--- config.mk ---
export PLATFORM = sky130hd
export DESIGN_NAME = selective_repeat_request_window
export DESIGN_NICKNAME = d
export VERILOG_FILES = /design/src/hdl/srw_pkg.sv /design/src/hdl/selective_repeat_request_window.sv /design/src/hdl/srw_cfg.sv /design/src/hdl/srw_ctrl.sv /design/src/hdl/srw_dp.sv
export VERILOG_INCLUDE_DIRS = /design/src /design/src/hdl
export SDC_FILE = /design/constraint.sdc
export NUM_CORES = 1
export LEC_CHECK = 0
export ABC_AREA = 1
export ABC_CLOCK_PERIOD_IN_PS = 9100
export BUFFER_PORTS_ARGS = -buffer_cell sky130_fd_sc_hd__clkbuf_2
export CORE_UTILIZATION = 25
export DETAILED_ROUTE_END_ITERATION = 10
export GPL_ROUTABILITY_DRIVEN = 0
export PLACE_DENSITY = 0.39
export SETUP_SLACK_MARGIN = 0.3
export SYNTH_ARGS = -nofsm -noshare
export SYNTH_HDL_FRONTEND = slang
export SYNTH_SLANG_ARGS = --single-unit
--- constraint.sdc ---
create_clock -name clk_i -period 9.1 [get_ports clk_i]
set_input_delay 0 -clock clk_i [delete_from_list [all_inputs] [get_ports clk_i]]
set_output_delay 0 -clock clk_i [all_outputs]
set_load 0.02 [all_outputs]
--- src/hdl/assert_macros.svh ---
// assertion helpers shared by the block
`ifndef ASSERT_MACROS_SVH
`define ASSERT_MACROS_SVH

// property that must hold at every clock edge outside reset
`define SRW_ASSERT(label, expr, msg) \
  label: assert property (@(posedge clk_i) disable iff (!rst_ni) (expr)) else $error(msg);

// antecedent at one edge implies consequent at the next edge
`define SRW_ASSERT_NEXT(label, ante, cons, msg) \
  label: assert property (@(posedge clk_i) disable iff (!rst_ni) (ante) |=> (cons)) \
    else $error(msg);

`endif

--- src/hdl/srw_pkg.sv ---
package srw_pkg;

  localparam int WINDOW    = 16;
  localparam int SEG_BYTES = 1000;

  localparam int SLOT_W  = (WINDOW > 1) ? $clog2(WINDOW) : 1;
  localparam int LEN_W   = 10;
  localparam int SEG_W   = 24;
  localparam int BYTE_W  = 24;
  localparam int TIME_W  = 32;
  localparam int TMO_W   = 16;
  localparam int COPY_W  = 2;
  localparam int START_W = $clog2((longint'(2) ** SEG_W + longint'(WINDOW))
                                  * longint'(SEG_BYTES));

  localparam int ADDR_W = 4;
  localparam int DATA_W = 32;

  localparam logic [BYTE_W-1:0] TOTAL_RST   = '0;
  localparam logic [TMO_W-1:0]  TIMEOUT_RST = TMO_W'(100);
  localparam logic [COPY_W-1:0] COPIES_RST  = COPY_W'(1);

  localparam logic REQ_ACK  = 1'b0;
  localparam logic REQ_PASS = 1'b1;

  localparam logic KIND_REQ  = 1'b0;
  localparam logic KIND_DONE = 1'b1;

  typedef enum logic [1:0] {
    REG_TOTAL_BYTES = 2'd0,
    REG_TIMEOUT_MS  = 2'd1,
    REG_COPIES      = 2'd2
  } reg_idx_e;

  typedef struct packed {
    logic [BYTE_W-1:0] total_bytes;
    logic [TMO_W-1:0]  timeout_ms;
    logic [COPY_W-1:0] copies;
  } cfg_t;

  typedef struct packed {
    logic capture;
    logic ack_chk;
    logic ack_set;
    logic retire;
    logic scan_init;
    logic stamp;
    logic next_slot;
    logic load_req;
    logic load_done;
  } ctrl_cmd_t;

  typedef struct packed {
    logic head_acked;
    logic slot_due;
    logic has_bytes;
    logic scan_last;
    logic copies_zero;
    logic copy_last;
    logic out_free;
  } ctrl_sts_t;

endpackage

--- src/hdl/selective_repeat_request_window.sv ---
// Sender window for selective-repeat transfers over a ring of 16 segment slots.
// Input channel (in_valid_i/in_ready_o): an ack item (req_type 0) marks the
// slot of an absolute segment number; a pass item (req_type 1) retires acked
// slots at the head, then requests every due slot and ends with a done item.
// Output channel (out_valid_o/out_ready_i): request items carry start_byte and
// seg_length, each repeated 'copies' times; the done item has last set and
// delivered_bytes holds the running in-order byte total in every item.
// Configuration: APB registers total_bytes (0x0), timeout_ms (0x4), copies (0x8).
// Sequence: an ack is captured, checked against the window, then marked if it
// hits. A pass is captured, retires acked head slots one at a time, scans up
// to 16 slots, loads each request item and then the done item; the scan
// sequencer handles one item at a time and input is taken only when it is idle.
// A finished result sits in the output register, so the next item is accepted
// while the done item waits; a stalled receiver holds the scan in place.
// Reset clears all slots, the head and the totals; registers return to
// total_bytes 0, timeout_ms 100, copies 1.
module selective_repeat_request_window (
  input  logic                        clk_i,
  input  logic                        rst_ni,
  input  logic                        psel,
  input  logic                        penable,
  input  logic                        pwrite,
  input  logic [srw_pkg::ADDR_W-1:0]  paddr,
  input  logic [srw_pkg::DATA_W-1:0]  pwdata,
  output logic [srw_pkg::DATA_W-1:0]  prdata,
  output logic                        pready,
  input  logic                        in_valid_i,
  output logic                        in_ready_o,
  input  logic                        in_req_type_i,
  input  logic [srw_pkg::SEG_W-1:0]   in_segment_number_i,
  input  logic [srw_pkg::TIME_W-1:0]  in_now_ms_i,
  output logic                        out_valid_o,
  input  logic                        out_ready_i,
  output logic                        out_kind_o,
  output logic [srw_pkg::BYTE_W-1:0]  out_start_byte_o,
  output logic [srw_pkg::LEN_W-1:0]   out_seg_length_o,
  output logic [srw_pkg::BYTE_W-1:0]  out_delivered_bytes_o,
  output logic                        out_last_o
);

  srw_pkg::cfg_t      cfg;
  srw_pkg::ctrl_cmd_t cmd;
  srw_pkg::ctrl_sts_t sts;

  srw_cfg u_cfg (
    .clk_i   (clk_i),
    .rst_ni  (rst_ni),
    .psel    (psel),
    .penable (penable),
    .pwrite  (pwrite),
    .paddr   (paddr),
    .pwdata  (pwdata),
    .prdata  (prdata),
    .pready  (pready),
    .cfg_o   (cfg)
  );

  srw_ctrl u_ctrl (
    .clk_i         (clk_i),
    .rst_ni        (rst_ni),
    .in_valid_i    (in_valid_i),
    .in_req_type_i (in_req_type_i),
    .in_ready_o    (in_ready_o),
    .sts_i         (sts),
    .cmd_o         (cmd)
  );

  srw_dp u_dp (
    .clk_i                 (clk_i),
    .rst_ni                (rst_ni),
    .cfg_i                 (cfg),
    .cmd_i                 (cmd),
    .sts_o                 (sts),
    .in_segment_number_i   (in_segment_number_i),
    .in_now_ms_i           (in_now_ms_i),
    .out_valid_o           (out_valid_o),
    .out_ready_i           (out_ready_i),
    .out_kind_o            (out_kind_o),
    .out_start_byte_o      (out_start_byte_o),
    .out_seg_length_o      (out_seg_length_o),
    .out_delivered_bytes_o (out_delivered_bytes_o),
    .out_last_o            (out_last_o)
  );

endmodule

--- src/hdl/srw_cfg.sv ---
module srw_cfg (
  input  logic                       clk_i,
  input  logic                       rst_ni,
  input  logic                       psel,
  input  logic                       penable,
  input  logic                       pwrite,
  input  logic [srw_pkg::ADDR_W-1:0] paddr,
  input  logic [srw_pkg::DATA_W-1:0] pwdata,
  output logic [srw_pkg::DATA_W-1:0] prdata,
  output logic                       pready,
  output srw_pkg::cfg_t              cfg_o
);

  logic [srw_pkg::BYTE_W-1:0] total_q;
  logic [srw_pkg::TMO_W-1:0]  timeout_q;
  logic [srw_pkg::COPY_W-1:0] copies_q;
  srw_pkg::reg_idx_e          idx;
  logic                       wr_en;

  assign idx   = srw_pkg::reg_idx_e'(paddr[3:2]);
  assign wr_en = psel & penable & pwrite;
  assign pready = 1'b1;

  always_ff @(posedge clk_i or negedge rst_ni) begin
    if (!rst_ni) begin
      total_q   <= srw_pkg::TOTAL_RST;
      timeout_q <= srw_pkg::TIMEOUT_RST;
      copies_q  <= srw_pkg::COPIES_RST;
    end else if (wr_en) begin
      unique case (idx)
        srw_pkg::REG_TOTAL_BYTES: total_q   <= pwdata[srw_pkg::BYTE_W-1:0];
        srw_pkg::REG_TIMEOUT_MS:  timeout_q <= pwdata[srw_pkg::TMO_W-1:0];
        srw_pkg::REG_COPIES:      copies_q  <= pwdata[srw_pkg::COPY_W-1:0];
        default: ;
      endcase
    end
  end

  always_comb begin
    unique case (idx)
      srw_pkg::REG_TOTAL_BYTES: prdata = srw_pkg::DATA_W'(total_q);
      srw_pkg::REG_TIMEOUT_MS:  prdata = srw_pkg::DATA_W'(timeout_q);
      srw_pkg::REG_COPIES:      prdata = srw_pkg::DATA_W'(copies_q);
      default:                  prdata = '0;
    endcase
  end

  assign cfg_o.total_bytes = total_q;
  assign cfg_o.timeout_ms  = timeout_q;
  assign cfg_o.copies      = copies_q;

endmodule

--- src/hdl/srw_ctrl.sv ---
module srw_ctrl (
  input  logic                  clk_i,
  input  logic                  rst_ni,
  input  logic                  in_valid_i,
  input  logic                  in_req_type_i,
  output logic                  in_ready_o,
  input  srw_pkg::ctrl_sts_t    sts_i,
  output srw_pkg::ctrl_cmd_t    cmd_o
);

  typedef enum logic [6:0] {
    ST_IDLE    = 7'b0000001,
    ST_ACK_CHK = 7'b0000010,
    ST_ACK_SET = 7'b0000100,
    ST_ADV     = 7'b0001000,
    ST_SCAN    = 7'b0010000,
    ST_EMIT    = 7'b0100000,
    ST_DONE    = 7'b1000000
  } state_e;

  state_e state_q, state_d;

  always_ff @(posedge clk_i or negedge rst_ni) begin
    if (!rst_ni) begin
      state_q <= ST_IDLE;
    end else begin
      state_q <= state_d;
    end
  end

  assign in_ready_o = (state_q == ST_IDLE);

  always_comb begin
    state_d = state_q;
    cmd_o   = '0;
    unique case (state_q)
      ST_IDLE: begin
        if (in_valid_i) begin
          cmd_o.capture = 1'b1;
          state_d = (in_req_type_i == srw_pkg::REQ_PASS) ? ST_ADV : ST_ACK_CHK;
        end
      end
      ST_ACK_CHK: begin
        cmd_o.ack_chk = 1'b1;
        state_d = ST_ACK_SET;
      end
      ST_ACK_SET: begin
        cmd_o.ack_set = 1'b1;
        state_d = ST_IDLE;
      end
      ST_ADV: begin
        if (sts_i.head_acked) begin
          cmd_o.retire = 1'b1;
        end else begin
          cmd_o.scan_init = 1'b1;
          state_d = ST_SCAN;
        end
      end
      ST_SCAN: begin
        if (sts_i.slot_due && !sts_i.has_bytes) begin
          state_d = ST_DONE;
        end else if (sts_i.slot_due) begin
          cmd_o.stamp = 1'b1;
          if (!sts_i.copies_zero) begin
            state_d = ST_EMIT;
          end else if (sts_i.scan_last) begin
            state_d = ST_DONE;
          end else begin
            cmd_o.next_slot = 1'b1;
          end
        end else if (sts_i.scan_last) begin
          state_d = ST_DONE;
        end else begin
          cmd_o.next_slot = 1'b1;
        end
      end
      ST_EMIT: begin
        if (sts_i.out_free) begin
          cmd_o.load_req = 1'b1;
          if (sts_i.copy_last) begin
            if (sts_i.scan_last) begin
              state_d = ST_DONE;
            end else begin
              cmd_o.next_slot = 1'b1;
              state_d = ST_SCAN;
            end
          end
        end
      end
      ST_DONE: begin
        if (sts_i.out_free) begin
          cmd_o.load_done = 1'b1;
          state_d = ST_IDLE;
        end
      end
      default: begin
        state_d = ST_IDLE;
      end
    endcase
  end

endmodule

--- src/hdl/srw_dp.sv ---
`include "assert_macros.svh"

module srw_dp (
  input  logic                        clk_i,
  input  logic                        rst_ni,
  input  srw_pkg::cfg_t               cfg_i,
  input  srw_pkg::ctrl_cmd_t          cmd_i,
  output srw_pkg::ctrl_sts_t          sts_o,
  input  logic [srw_pkg::SEG_W-1:0]   in_segment_number_i,
  input  logic [srw_pkg::TIME_W-1:0]  in_now_ms_i,
  output logic                        out_valid_o,
  input  logic                        out_ready_i,
  output logic                        out_kind_o,
  output logic [srw_pkg::BYTE_W-1:0]  out_start_byte_o,
  output logic [srw_pkg::LEN_W-1:0]   out_seg_length_o,
  output logic [srw_pkg::BYTE_W-1:0]  out_delivered_bytes_o,
  output logic                        out_last_o
);

  localparam int SLOT_W  = srw_pkg::SLOT_W;
  localparam int START_W = srw_pkg::START_W;
  localparam int LEN_W   = srw_pkg::LEN_W;
  localparam int BYTE_W  = srw_pkg::BYTE_W;
  localparam int SEG_W   = srw_pkg::SEG_W;
  localparam int TIME_W  = srw_pkg::TIME_W;
  localparam int COPY_W  = srw_pkg::COPY_W;
  localparam int WIN     = srw_pkg::WINDOW;

  function automatic logic [SLOT_W-1:0] slot_add(logic [SLOT_W-1:0] a,
                                                 logic [SLOT_W-1:0] b);
    logic [SLOT_W:0] sum;
    sum = (SLOT_W+1)'(a) + (SLOT_W+1)'(b);
    if (sum >= (SLOT_W+1)'(WIN)) begin
      sum = sum - (SLOT_W+1)'(WIN);
    end
    return sum[SLOT_W-1:0];
  endfunction

  function automatic logic [LEN_W-1:0] seg_len(logic [START_W-1:0] start,
                                               logic [BYTE_W-1:0]  total);
    logic [START_W-1:0] rem;
    logic [LEN_W-1:0]   len;
    rem = START_W'(total) - start;
    if (start >= START_W'(total)) begin
      len = '0;
    end else if (rem < START_W'(srw_pkg::SEG_BYTES)) begin
      len = rem[LEN_W-1:0];
    end else begin
      len = LEN_W'(srw_pkg::SEG_BYTES);
    end
    return len;
  endfunction

  logic [SEG_W-1:0]   segno_q;
  logic [TIME_W-1:0]  now_q;
  logic [WIN-1:0]     acked_q;
  logic [WIN-1:0]     sent_q;
  logic [TIME_W-1:0]  time_q [WIN];
  logic [SLOT_W-1:0]  head_q;
  logic [SEG_W-1:0]   segs_q;
  logic [START_W-1:0] head_start_q;
  logic [BYTE_W-1:0]  bytes_q;
  logic [SLOT_W-1:0]  idx_q;
  logic [START_W-1:0] scan_start_q;
  logic [COPY_W-1:0]  copy_q;
  logic [SLOT_W-1:0]  off_q;
  logic               ack_ok_q;

  logic               out_valid_q;
  logic               out_kind_q;
  logic [BYTE_W-1:0]  out_start_q;
  logic [LEN_W-1:0]   out_len_q;
  logic [BYTE_W-1:0]  out_deliv_q;
  logic               out_last_q;

  logic [SLOT_W-1:0]  cur_slot;
  logic [SLOT_W-1:0]  ack_slot;
  logic [SEG_W-1:0]   ack_diff;
  logic [START_W-1:0] ack_start;
  logic               ack_hit;
  logic [TIME_W-1:0]  age;
  logic [LEN_W-1:0]   head_len;
  logic [LEN_W-1:0]   scan_len;
  logic [BYTE_W:0]    bytes_sum;
  logic               out_free;

  assign cur_slot  = slot_add(head_q, idx_q);
  assign ack_slot  = slot_add(head_q, off_q);
  assign ack_diff  = segno_q - segs_q;
  assign ack_start = head_start_q + START_W'(off_q) * START_W'(srw_pkg::SEG_BYTES);
  assign ack_hit   = ack_ok_q && (ack_start < START_W'(cfg_i.total_bytes));
  assign age       = now_q - time_q[cur_slot];
  assign head_len  = seg_len(head_start_q, cfg_i.total_bytes);
  assign scan_len  = seg_len(scan_start_q, cfg_i.total_bytes);
  assign bytes_sum = (BYTE_W+1)'(bytes_q) + (BYTE_W+1)'(head_len);
  assign out_free  = !out_valid_q || out_ready_i;

  assign sts_o.head_acked  = acked_q[head_q];
  assign sts_o.slot_due    = !acked_q[cur_slot] &&
                             (!sent_q[cur_slot] || age >= TIME_W'(cfg_i.timeout_ms));
  assign sts_o.has_bytes   = scan_start_q < START_W'(cfg_i.total_bytes);
  assign sts_o.scan_last   = (idx_q == SLOT_W'(WIN - 1));
  assign sts_o.copies_zero = (cfg_i.copies == '0);
  assign sts_o.copy_last   = (copy_q == COPY_W'(1));
  assign sts_o.out_free    = out_free;

  // captured item fields, ack slot offset and slot send times
  always_ff @(posedge clk_i) begin
    if (cmd_i.capture) begin
      segno_q <= in_segment_number_i;
      now_q   <= in_now_ms_i;
    end
    if (cmd_i.ack_chk) begin
      off_q <= ack_diff[SLOT_W-1:0];
    end
    if (cmd_i.stamp) begin
      time_q[cur_slot] <= now_q;
    end
  end

  always_ff @(posedge clk_i or negedge rst_ni) begin
    if (!rst_ni) begin
      ack_ok_q <= 1'b0;
    end else if (cmd_i.ack_chk) begin
      ack_ok_q <= (segno_q >= segs_q) && (ack_diff < SEG_W'(WIN));
    end
  end

  // slot flags
  always_ff @(posedge clk_i or negedge rst_ni) begin
    if (!rst_ni) begin
      acked_q <= '0;
      sent_q  <= '0;
    end else begin
      if (cmd_i.retire) begin
        acked_q[head_q] <= 1'b0;
        sent_q[head_q]  <= 1'b0;
      end
      if (cmd_i.ack_set && ack_hit) begin
        acked_q[ack_slot] <= 1'b1;
      end
      if (cmd_i.stamp) begin
        sent_q[cur_slot] <= 1'b1;
      end
    end
  end

  // window head and delivered totals
  always_ff @(posedge clk_i or negedge rst_ni) begin
    if (!rst_ni) begin
      head_q       <= '0;
      segs_q       <= '0;
      head_start_q <= '0;
      bytes_q      <= '0;
    end else if (cmd_i.retire) begin
      head_q       <= slot_add(head_q, SLOT_W'(1));
      segs_q       <= segs_q + SEG_W'(1);
      head_start_q <= (segs_q == '1) ? '0 :
                      head_start_q + START_W'(srw_pkg::SEG_BYTES);
      bytes_q      <= bytes_sum[BYTE_W] ? '1 : bytes_sum[BYTE_W-1:0];
    end
  end

  // scan cursor and copy count
  always_ff @(posedge clk_i or negedge rst_ni) begin
    if (!rst_ni) begin
      idx_q        <= '0;
      scan_start_q <= '0;
      copy_q       <= '0;
    end else begin
      if (cmd_i.scan_init) begin
        idx_q        <= '0;
        scan_start_q <= head_start_q;
      end else if (cmd_i.next_slot) begin
        idx_q        <= idx_q + SLOT_W'(1);
        scan_start_q <= scan_start_q + START_W'(srw_pkg::SEG_BYTES);
      end
      if (cmd_i.stamp) begin
        copy_q <= cfg_i.copies;
      end else if (cmd_i.load_req) begin
        copy_q <= copy_q - COPY_W'(1);
      end
    end
  end

  // output register
  always_ff @(posedge clk_i or negedge rst_ni) begin
    if (!rst_ni) begin
      out_valid_q <= 1'b0;
    end else if (cmd_i.load_req || cmd_i.load_done) begin
      out_valid_q <= 1'b1;
    end else if (out_ready_i) begin
      out_valid_q <= 1'b0;
    end
  end

  always_ff @(posedge clk_i) begin
    if (cmd_i.load_req) begin
      out_kind_q  <= srw_pkg::KIND_REQ;
      out_start_q <= scan_start_q[BYTE_W-1:0];
      out_len_q   <= scan_len;
      out_deliv_q <= bytes_q;
      out_last_q  <= 1'b0;
    end else if (cmd_i.load_done) begin
      out_kind_q  <= srw_pkg::KIND_DONE;
      out_start_q <= '0;
      out_len_q   <= '0;
      out_deliv_q <= bytes_q;
      out_last_q  <= 1'b1;
    end
  end

  assign out_valid_o           = out_valid_q;
  assign out_kind_o            = out_kind_q;
  assign out_start_byte_o      = out_start_q;
  assign out_seg_length_o      = out_len_q;
  assign out_delivered_bytes_o = out_deliv_q;
  assign out_last_o            = out_last_q;

  `SRW_ASSERT(a_load_excl, !(cmd_i.load_req && cmd_i.load_done), "request and done loaded together")
  `SRW_ASSERT(a_load_free, !(cmd_i.load_req || cmd_i.load_done) || out_free, "output overwritten")
  `SRW_ASSERT(a_retire_acked, !cmd_i.retire || acked_q[head_q], "retired an unacked slot")
  `SRW_ASSERT(a_stamp_unacked, !cmd_i.stamp || !acked_q[cur_slot], "stamped an acked slot")
  `SRW_ASSERT_NEXT(a_bytes_mono, cmd_i.retire, bytes_q >= $past(bytes_q), "byte total fell")

endmodule
==> summary.txt <==
Timing
  • Fin. Hold Viols: 0
  • Final setup fails: 0
  • Crit path time final: 7.692 ns
  • Final Skew: 0.06694 ns
  • Worst-margin pin slew: 1.225 ns
  • Fmax: 130.0 MHz
  • TNS Setup: 0 ns
  • Normalized max-slew margin: 0.1760
  • Slew Viols, Final: 0
  • RSZ-0062 raised after global routing: false
  • Period utilization: 0.8452

Critical path
  • Req. time, crit path: 9.47 ns
  • CP Capture Type: register
  • R2r worst-path depth: 33
  • Kind of critical path: register to register
  • Termination of the worst setup path: u_dp.time_q[10][4]
  • Worst path max stage delay: 0.66 ns
  • Launch point of the worst reg-to-reg path: u_dp.head_q[0]
  • Crit path launch type: register
  • Cell mode on critical path: nand2_1
  • Worst path arrival time: 8.06 ns
  • Slowest-stage cell, CP: fa_1
  • Critical R2R Capture: u_dp.time_q[10][4]
  • CP startpoint: u_dp.head_q[0]
  • Crit path max fanout: 45
  • R2R Setup Slk: 1.41 ns

Placed design
  • DP Cell Count: 6,749
  • PortBufs: 172
  • DP Wirelength: 103.5 mm

Yosys
  • Post-synth top area share: 0.4393
  • Largest cells by area after synthesis: edfxtp_1 44%, dfrtp_1 12%, nand2_1 8.0%, ha_1 5.5%, inv_1 4.1%
  • Syn Inst Count: 4,398
  • Biggest area consumer among synthesized cells: edfxtp_1
  • Syn avg cell area: 9.745 um^2
  • Post-synth EDFFs: 627
  • Most common cell in the netlist: nand2_1
  • Top FF cell, synth: edfxtp_1
  • FF+latch count, synth: 831
  • Sequential area share after synthesis: 0.5584
  • Netlist cell types: 66
  • YS warnings: 0
  • Most frequent cells after synthesis: 911 x nand2_1, 627 x edfxtp_1, 466 x inv_1
  • Post-Synthesis Cell Area: 42,860 um^2
  • Async SR Flop Fraction: 0.2443

Power
  • Int Pwr: 8.677 mW
  • Clock power share: 0.286
  • PwrDens: 276.8 nW/um^2
  • Flop pwr share: 0.341
  • Combinational power share: 0.373
  • Total leakage power: 20.60 nW
  • Psw: 5.622 mW
  • Peak supply drop: 0.1876 mV
  • Sw frac: 0.3932

Job
  • Max-cap violations: 0

Drt
  • DRT iter0 DRCs: 2,093
  • ANT nets after route: 0
  • DR pass1 iterations: 5
  • DR vias/cell: 4.676
  • Wirelength per Cell: 20.73 um
  • # DRC: 0
  • WL final: 146.8 mm
  • Vias: 33,130

Clock tree
  • TritonCTS clock tree: yes
  • Clk slew on worst S/H paths: 0.06 ns
  • CTS root buf: clkbuf_16
  • Clk_lat worst skew: 0.74 ns
  • H-tree depth: 3
  • # resized after CTS: 0
  • Clock Path Buffers: 3
  • Clk sinks: 831
  • Num CTS Buffers: 101

Global route
  • Global route overflow: 0
  • First-pass GRT wire length: 217.9 mm
  • Largest net degree at the start of global routing: 113
  • Vias in the first global route: 33,370
  • Initial antenna violation count: 5
  • Tot GR Track Use: 0.1677

Hold path
  • Worst min path class: primary input to register
  • Hold Path Cell Cnt: 2

Cells and area
  • Nets: 5,083
  • Layout fillers: 17,760
  • Layout area overhead: 20.53%
  • Non-Filler Instances: 7,085
  • Layout cells sized above 1: 0.09782

Floorplanning
  • Die width: 416.1 um
  • Rows: 151
  • Core footprint: 169,800 um^2
  • Die height: 416.1 um
  • Die ar.: 173,100 um^2
  • IO Pins: 195
  • Initial Utilization: 0.2523

Status
  • Status: finished clean
-- state kept, by name (all words and copies together), names as in the netlist, 2 cells and up --
signal and cells:
u_dp.out_start_byte_o 21, u_cfg.total_q 24, u_dp.out_delivered_bytes_o 24, u_dp.segs_q 24
u_dp.copy_q 2, u_dp.now_q 32, u_dp.head_start_q 31, u_dp.idx_q 4
u_dp.acked_q 16, u_dp.off_q 4, u_dp.out_seg_length_o 10, u_dp.head_q 4
u_dp.segno_q 24, u_cfg.copies_q 2, u_dp.time_q 512, u_ctrl.state_q 7
u_dp.scan_start_q 31, u_cfg.timeout_q 16, u_dp.bytes_q 24, u_dp.sent_q 16
-- logic make-up after synthesis --
| group | after synthesis | synth area share |
|---|---|---|
| DFF | 831 | 0.5584 |
| other | 2 | 0.0001752 |
| AOI/OAI and AO/OA | 808 | 0.1118 |
| and+or+nand+nor | 1757 | 0.1757 |
| buffers and inverters | 625 | 0.05693 |
| xor gates and xnor gates | 173 | 0.03570 |
| adders and majority gates | 202 | 0.06125 |
-- worst min path at each step --
stage | startpoint | end
final | in_now_ms_i[7] | u_dp.now_q[7]
after global routing | in_now_ms_i[7] | u_dp.now_q[7]
after CTS | in_now_ms_i[7] | u_dp.now_q[7]
after detailed placement | rst_ni | u_cfg.total_q[21]
after global placement | rst_ni | u_cfg.total_q[21]
after floorplan | rst_ni | u_cfg.copies_q[1]
-- power groups by stage --
stage	registers, mW	logic [mW]	clock network, mW
2_1_floorplan	4.83	3.63	0
3_3_place_gp	4.96	5.30	0
3_5_place_dp	4.96	5.29	0
4_1_cts	4.89	5.38	4.24
5_1_grt	4.93	5.99	4.36
6_report	4.88	5.33	4.09
-- layer usage --
metal,vias up,track usage,wire length (um)
met5,-,0,0
met1,16190,0.2148,65020
met2,657,0.2905,71950
met4,0,0.05885,5202
li1,16100,-,-
met3,184,0.01944,4664
-- cells in the final DEF, fill, tap and decap left out, types with 112 or more instances in the layout --
cell type / Yosys / final
dfrtp_1: 198 / 198
ha_1: 189 / 189
nand3_1: 201 / 201
a21oi_1: 238 / 238
nand2_1: 911 / 909
edfxtp_1: 627 / 627
dlygate4sd3_1: 0 / 146
o21ai_0: 183 / 183
xor2_1: 121 / 121
inv_1: 466 / 464
a22oi_1: 163 / 163
nor2_1: 375 / 356
clkbuf_2: 0 / 171
nand4_1: 112 / 112
-- cell type report --
type                            count  area, um^2  area share
Clock inverter                     62       666.9     0.01291
Inverter                          488        1837     0.03555
Multi-Input combinational cell   2955       16680      0.3229
Sequential cell                   831       23930      0.4633
Antenna cell                        1       2.502  0.00004844
Tap cell                         2218        2775     0.05372
Clock buffer                      126        2653     0.05135
Timing Repair Buffer              404        3110     0.06021
-- per-stage QoR --
step	hold WS (ns)	power (mW)	area, um^2	worst slack [ns]	utilization
5_1_grt	0.05994	15.28	51660	0.9284	0.3042
2_1_floorplan	-0.2956	8.468	42910	2.153	-
3_3_place_gp	0.04667	10.26	46850	1.374	0.2758
3_5_place_dp	0.04254	10.26	46850	1.394	0.2758
6_report	0.1312	14.30	51660	1.408	0.3042
4_1_cts	0.05163	14.50	51660	1.344	0.3041
-- critical path, delay by kind of cell, from the launching register on --
kind	cells	cell delay [ns]
compound gates	5	0.72
buf+inv	9	1.95
flops	1	0.36
simple gates	14	2.54
fa+ha+maj	4	1.46
xor+xnor	1	0.21
-- repair_timing --
action	CTS	global route
buffers inserted	0	0
hold endpoints to repair	205	0
endpoints found under the setup margin	0	0
hold buffers	147	0
(Power assumes the default switching activity.)
